## src/rtl/vmaf_pkg.sv

```systemverilog
// shared constants and types of the vector moving average filter
package vmaf_pkg;

  localparam int unsigned MAX_WINDOW_DEF  = 16;
  localparam int unsigned SAMPLE_BITS_DEF = 16;

  localparam int unsigned CFG_IDX_W  = 2;
  localparam int unsigned CFG_DATA_W = 17;
  localparam int unsigned WLEN_W     = 5;
  localparam int unsigned COEF_W     = 17;

  localparam logic [CFG_IDX_W-1:0] REG_MODE = 2'd0;
  localparam logic [CFG_IDX_W-1:0] REG_WLEN = 2'd1;
  localparam logic [CFG_IDX_W-1:0] REG_COEF = 2'd2;

  localparam logic [COEF_W-1:0] Q16_ONE  = 17'h10000;
  localparam logic [WLEN_W-1:0] WLEN_RST = 5'd16;
  localparam logic [COEF_W-1:0] COEF_RST = 17'h08000;

  typedef struct packed {
    logic load;
    logic clear;
    logic rd;
    logic upd;
    logic dinit;
    logic dstep;
    logic dfin;
    logic emul;
    logic efin;
  } lane_ctl_t;

endpackage

```

## src/rtl/vmaf_ram.sv

```systemverilog
// generic single-write, single-read ram with registered read data
module vmaf_ram #(
  parameter int unsigned WIDTH = 16,
  parameter int unsigned DEPTH = 16,
  localparam int unsigned ADDR_W = (DEPTH > 1) ? $clog2(DEPTH) : 1
) (
  input  logic              clk_i,
  input  logic              we_i,
  input  logic [ADDR_W-1:0] waddr_i,
  input  logic [WIDTH-1:0]  wdata_i,
  input  logic              re_i,
  input  logic [ADDR_W-1:0] raddr_i,
  output logic [WIDTH-1:0]  rdata_o
);

  logic [WIDTH-1:0] mem_q [DEPTH];
  logic [WIDTH-1:0] rdata_q;

  always_ff @(posedge clk_i) begin
    if (we_i) begin
      mem_q[waddr_i] <= wdata_i;
    end
    if (re_i) begin
      rdata_q <= mem_q[raddr_i];
    end
  end

  assign rdata_o = rdata_q;

endmodule

```

## src/rtl/vmaf_lane.sv

```systemverilog
// one component lane: history column, running sum, serial divider, exponential smoother
module vmaf_lane #(
  parameter int unsigned MAX_WINDOW  = vmaf_pkg::MAX_WINDOW_DEF,
  parameter int unsigned SAMPLE_BITS = vmaf_pkg::SAMPLE_BITS_DEF,
  localparam int unsigned SLOT_W = (MAX_WINDOW > 1) ? $clog2(MAX_WINDOW) : 1,
  localparam int unsigned CNT_W  = $clog2(MAX_WINDOW + 1)
) (
  input  logic                          clk_i,
  input  logic                          rst_ni,
  input  vmaf_pkg::lane_ctl_t           ctl_i,
  input  logic signed [SAMPLE_BITS-1:0] sample_i,
  input  logic [SLOT_W-1:0]             slot_i,
  input  logic                          full_i,
  input  logic [CNT_W-1:0]              count_i,
  input  logic [vmaf_pkg::COEF_W-1:0]   coef_i,
  output logic signed [SAMPLE_BITS-1:0] res_o
);
  import vmaf_pkg::*;

  localparam int unsigned SUM_W  = SAMPLE_BITS + $clog2(MAX_WINDOW);
  localparam int unsigned PROD_W = SAMPLE_BITS + COEF_W + 1;
  localparam int unsigned T_W    = PROD_W + 1;

  logic signed [SAMPLE_BITS-1:0] smp_q, prev_q, res_q, old_w;
  logic signed [SUM_W-1:0]       sum_q, sum_d;
  logic [SUM_W-1:0]              mag_q, mag_d, sum_u, quo_w;
  logic                          neg_q;
  logic [CNT_W-1:0]              rem_q, rem_d;
  logic [CNT_W:0]                trial_w, div_w;
  logic                          ge_w;
  logic signed [COEF_W:0]        coef_s, comp_s;
  logic [COEF_W-1:0]             comp_w;
  logic signed [PROD_W-1:0]      m1_q, m2_q, prod1_w, prod2_w;
  logic signed [T_W-1:0]         t_w, sh_w;

  vmaf_ram #(
    .WIDTH(SAMPLE_BITS),
    .DEPTH(MAX_WINDOW)
  ) u_ring (
    .clk_i  (clk_i),
    .we_i   (ctl_i.upd),
    .waddr_i(slot_i),
    .wdata_i(smp_q),
    .re_i   (ctl_i.rd),
    .raddr_i(slot_i),
    .rdata_o(old_w)
  );

  // running sum: drop the oldest sample once the window is full
  assign sum_d = sum_q + SUM_W'(smp_q) - (full_i ? SUM_W'(old_w) : SUM_W'(0));

  // restoring division of the magnitude, one quotient bit per step
  assign sum_u   = sum_q;
  assign trial_w = {rem_q, mag_q[SUM_W-1]};
  assign div_w   = {1'b0, count_i};
  assign ge_w    = (trial_w >= div_w);
  assign rem_d   = ge_w ? CNT_W'(trial_w - div_w) : trial_w[CNT_W-1:0];
  assign mag_d   = {mag_q[SUM_W-2:0], ge_w};
  assign quo_w   = neg_q ? SUM_W'(~mag_q + 1'b1) : mag_q;

  // exponential smoothing
  assign comp_w  = Q16_ONE - coef_i;
  assign coef_s  = {1'b0, coef_i};
  assign comp_s  = {1'b0, comp_w};
  assign prod1_w = PROD_W'(smp_q) * PROD_W'(coef_s);
  assign prod2_w = PROD_W'(prev_q) * PROD_W'(comp_s);
  assign t_w     = T_W'(m1_q) + T_W'(m2_q);
  assign sh_w    = t_w >>> 16;

  always_ff @(posedge clk_i or negedge rst_ni) begin
    if (!rst_ni) begin
      sum_q  <= '0;
      prev_q <= '0;
    end else if (ctl_i.clear) begin
      sum_q  <= '0;
      prev_q <= '0;
    end else begin
      if (ctl_i.upd) begin
        sum_q <= sum_d;
      end
      if (ctl_i.efin) begin
        prev_q <= sh_w[SAMPLE_BITS-1:0];
      end
    end
  end

  always_ff @(posedge clk_i) begin
    if (ctl_i.load) begin
      smp_q <= sample_i;
    end
    if (ctl_i.dinit) begin
      neg_q <= sum_q[SUM_W-1];
      mag_q <= sum_q[SUM_W-1] ? SUM_W'(~sum_u + 1'b1) : sum_u;
      rem_q <= '0;
    end else if (ctl_i.dstep) begin
      mag_q <= mag_d;
      rem_q <= rem_d;
    end
    if (ctl_i.dfin) begin
      res_q <= quo_w[SAMPLE_BITS-1:0];
    end else if (ctl_i.efin) begin
      res_q <= sh_w[SAMPLE_BITS-1:0];
    end
    if (ctl_i.emul) begin
      m1_q <= prod1_w;
      m2_q <= prod2_w;
    end
  end

  assign res_o = res_q;

endmodule

```

## config.mk

```make
export PLATFORM = sky130hd
export DESIGN_NAME = vmaf_lane
export DESIGN_NICKNAME = d
export VERILOG_FILES = /design/src/rtl/vmaf_pkg.sv /design/src/rtl/vmaf_ram.sv /design/src/rtl/vmaf_lane.sv
export SDC_FILE = /design/constraint.sdc
export NUM_CORES = 2
export LEC_CHECK = 0
export ABC_CLOCK_PERIOD_IN_PS = 6000
export BUFFER_PORTS_ARGS = -buffer_cell sky130_fd_sc_hd__buf_2
export CAP_MARGIN = 20
export CORE_ASPECT_RATIO = 0.5
export CORE_MARGIN = 5
export CORE_UTILIZATION = 50
export CTS_CLUSTER_SIZE = 16
export DETAILED_ROUTE_END_ITERATION = 10
export GPL_ROUTABILITY_DRIVEN = 1
export MAX_ROUTING_LAYER = met4
export PLACE_DENSITY = 0.73
export SKIP_CTS_REPAIR_TIMING = 1
export SLEW_MARGIN = 30
export SYNTH_ARGS = -nofsm -noshare
export SYNTH_HDL_FRONTEND = slang
export SYNTH_SLANG_ARGS = --single-unit
```

## constraint.sdc

```tcl
create_clock -name clk_i -period 6 [get_ports clk_i]
set_input_delay 0 -clock clk_i [delete_from_list [all_inputs] [get_ports clk_i]]
set_output_delay 0 -clock clk_i [all_outputs]
set_load 0.005 [all_outputs]
```

==> flow_summary.yaml <==
die:
  dieHeight_um: 204
  ioPinCount: 70
  coreArea_um2: 74800
  fp.dieArea_um2: 81000
  chipWidth_um: 398
  initial_core_util_pct: 50.2
  num_rows: 71
placement:
  dpl.hpwl_mm: 72.2
  gp_congestion: 0.930
  port_buffers: 69
clock_network:
  cts.clk_slew.worst_paths_ps: 60
  cts_buffer_depth: 3
  cts_tree: "yes"
  ctsHtreeMaxLevel: 2
  clk_latency_ps: 570
  numCtsBuffers: 42
  clkSinkCount: 430
  root_buffer: "clkbuf_16"
timing:
  max_freq_mhz: 156
  final_hold_viol_count: 23
  fin_skew_ps: 33.5
  relSlewSlack_pct: 31.7
  worst_hold_slack_ps: -39.7
  fin_crit_sh_pct: 107
  drv_slew: 0
  rsz0062_at_grt: "true"
  fin_ws_ps: -408
  worstMarginPinSlew_ps: 1020
  min_period_ps: 6410
  finalSetupViolations: 23
outcome:
  violations: "negative hold slack, negative setup slack"
  outcome: "finished with violations"
logic_synthesis:
  muxShareOfSynthArea_pct: 5.55
  yosysWarnings: 0
  synth_top_cell_by_area: "edfxtp_1"
  synthXorXnorAreaFrac_pct: 3.19
  synth_simple_gate_area_share_pct: 11.6
  synthDominantCellAreaShare_pct: 31.1
  avgSynthCellArea_um2: 11.2
  syn-num-nets: 4136
  synth_top_family_by_area: "adder cells"
  synthFlopType: "edfxtp_1"
  synthTopCellsByArea: "edfxtp_1 31%, fa_1 23%, ha_1 9.5%"
  syn_inst: 3361
  synth_area_um2: 37600
  ys_types: 80
  synth_async_sr_flop_share_pct: 8.37
  ys_ff_latch: 430
  synthAdderAreaFrac_pct: 32.7
  synth-compound-area-share_pct: 5.56
  yosysSeqAreaShare_pct: 33.8
  synth_edf_count: 389
setup_path:
  critPathLaunchType: "input pin"
  crit_type: "input pin to register"
  worstPathRequired_ps: 6300
  cpPeakStageDelay_ps: 560
  endpoint_kind: "register"
  arrival_ps: 6700
  path_buf_inv: 6
  worst-path-stages: 27
  cp_top_family: "adder cells"
  critPathMostFrequentCell: "fa_1"
  crit_fanout: 8
  cp_slowest_cell: "fa_1"
  r2r_cells: 21
detailed_routing:
  vias_per_cell: 5.43
  remaining_drc_errors: 0
  wl_per_cell_um: 20.2
  dr.pass1.iters: 6
  routed_wl_mm: 95.8
  first_iter_violations: 2197
  final_antenna_net_count: 0
  via_count: 25800
layout:
  syn2layout_area_growth_pct: 17.3
  post-route-util_pct: 58.9
  final_common_cell: "inv_1"
  nets: 4463
  nFillCells: 5973
  drive_above_1_share_pct: 19.3
  layout_common_cells: "599 x inv_1, 418 x fa_1, 389 x edfxtp_1"
global_routing:
  grt_pass1_vias: 27300
  grt-ovfl-total: 0
  antenna_found_initial: 4
  grt_use_total_pct: 24.3
  grt_start_max_net_pins: 65
  grt_pass1_wl_mm: 150
worst_hold_path:
  hold_depth: 5
  min_path_type: "input pin to register"
run:
  cap_violations: 0
==> worst reg2reg max path: stages (launching register included) <==
cell and delay, ps:
edfxtp_1 430, buf_6 170, clkbuf_16 150, and2_4 140, fa_1 550, inv_2 50
fa_2 560, fa_1 430, fa_1 550, fa_1 450, fa_1 520, inv_2 50
ha_4 210, o21a_1 200, o2111ai_1 190, o32a_1 180, o21ai_2 70, a221o_1 340
a21oi_2 140, and3b_2 250, o211a_1 220, a211o_1 230
==> flip-flops by register name, summed over array words and instances (netlist names) <==
| register | cells |
|---|---|
| res_o | 16 |
| m1_q | 32 |
| mag_q | 20 |
| prev_q | 16 |
| u_ring.mem_q | 256 |
| u_ring.rdata_o | 16 |
| smp_q | 16 |
| m2_q | 32 |
| rem_q | 5 |
| neg_q | 1 |
| sum_q | 20 |
==> synth_stat cells (all sizes together) (39+ instances only) <==
master    n
inv     623
fa      436
edfxtp  389
nand2   335
ha      285
and2    232
nor2    156
clkbuf  121
xnor2    99
a21oi    92
mux4     80
o21ai    53
a21o     47
nand2b   39
==> per-layer routing <==
metal / vias to the layer above / routed length (µm) / global-route usage, %
met5: - / 0 / -
met4: 0 / 3340 / 7.24
met3: 198 / 6990 / 2.71
met2: 1002 / 46300 / 40.5
met1: 13000 / 39200 / 32.0
li1: 11600 / - / -
==> path summary, 6_finish.rpt <==
kind                             from         end  slack [ps]
min                        count_i[0]    rem_q[0]         -40
min in group asynchronous      rst_ni    sum_q[1]         -20
max reg2reg                  smp_q[1]    m1_q[31]        -360
max                         coef_i[2]    m2_q[31]        -410
min reg2reg                  sum_q[7]    sum_q[7]         530
max in group asynchronous      rst_ni  prev_q[14]        5580
==> cell families after synthesis <==
family	Yosys count
flip-flops	430
buffers and inverters	761
XOR/XNOR	137
AO/OA/AOI/OAI	315
adder cells (fa/ha/maj)	721
multiplexers	108
AND/OR/NAND/NOR	889
==> final cells by class <==
type	count	area (µm²)	share of cell area [%]
antenna	3	7.51	0.0170
clock buffer	55	1160	2.64
clock inverter	23	226	0.514
inverter	624	2350	5.35
multi-input combinational	2171	22900	52.0
sequential	430	12700	28.8
tap	1022	1280	2.90
timing repair buffer	419	3420	7.77
==> metrics by stage <==
step | TNS (ps) | hold slack (ps) | setup WS (ps) | cell area [µm²] | cells
after floorplan | -4670 | -296 | -603 | 38200 | 3361
after global placement | -15640 | 178 | -1020 | 41600 | 4607
after detailed placement | -17800 | 45.8 | -1130 | 41600 | 4612
after CTS | -7540 | -563 | -584 | 43000 | 4690
after global routing | -11790 | 7.79 | -709 | 44000 | 4747
final | -5350 | -39.7 | -408 | 44000 | 4747
Power is not shown: default switching activity piles up to over one toggle a cycle in this logic, so the estimate is an artifact.
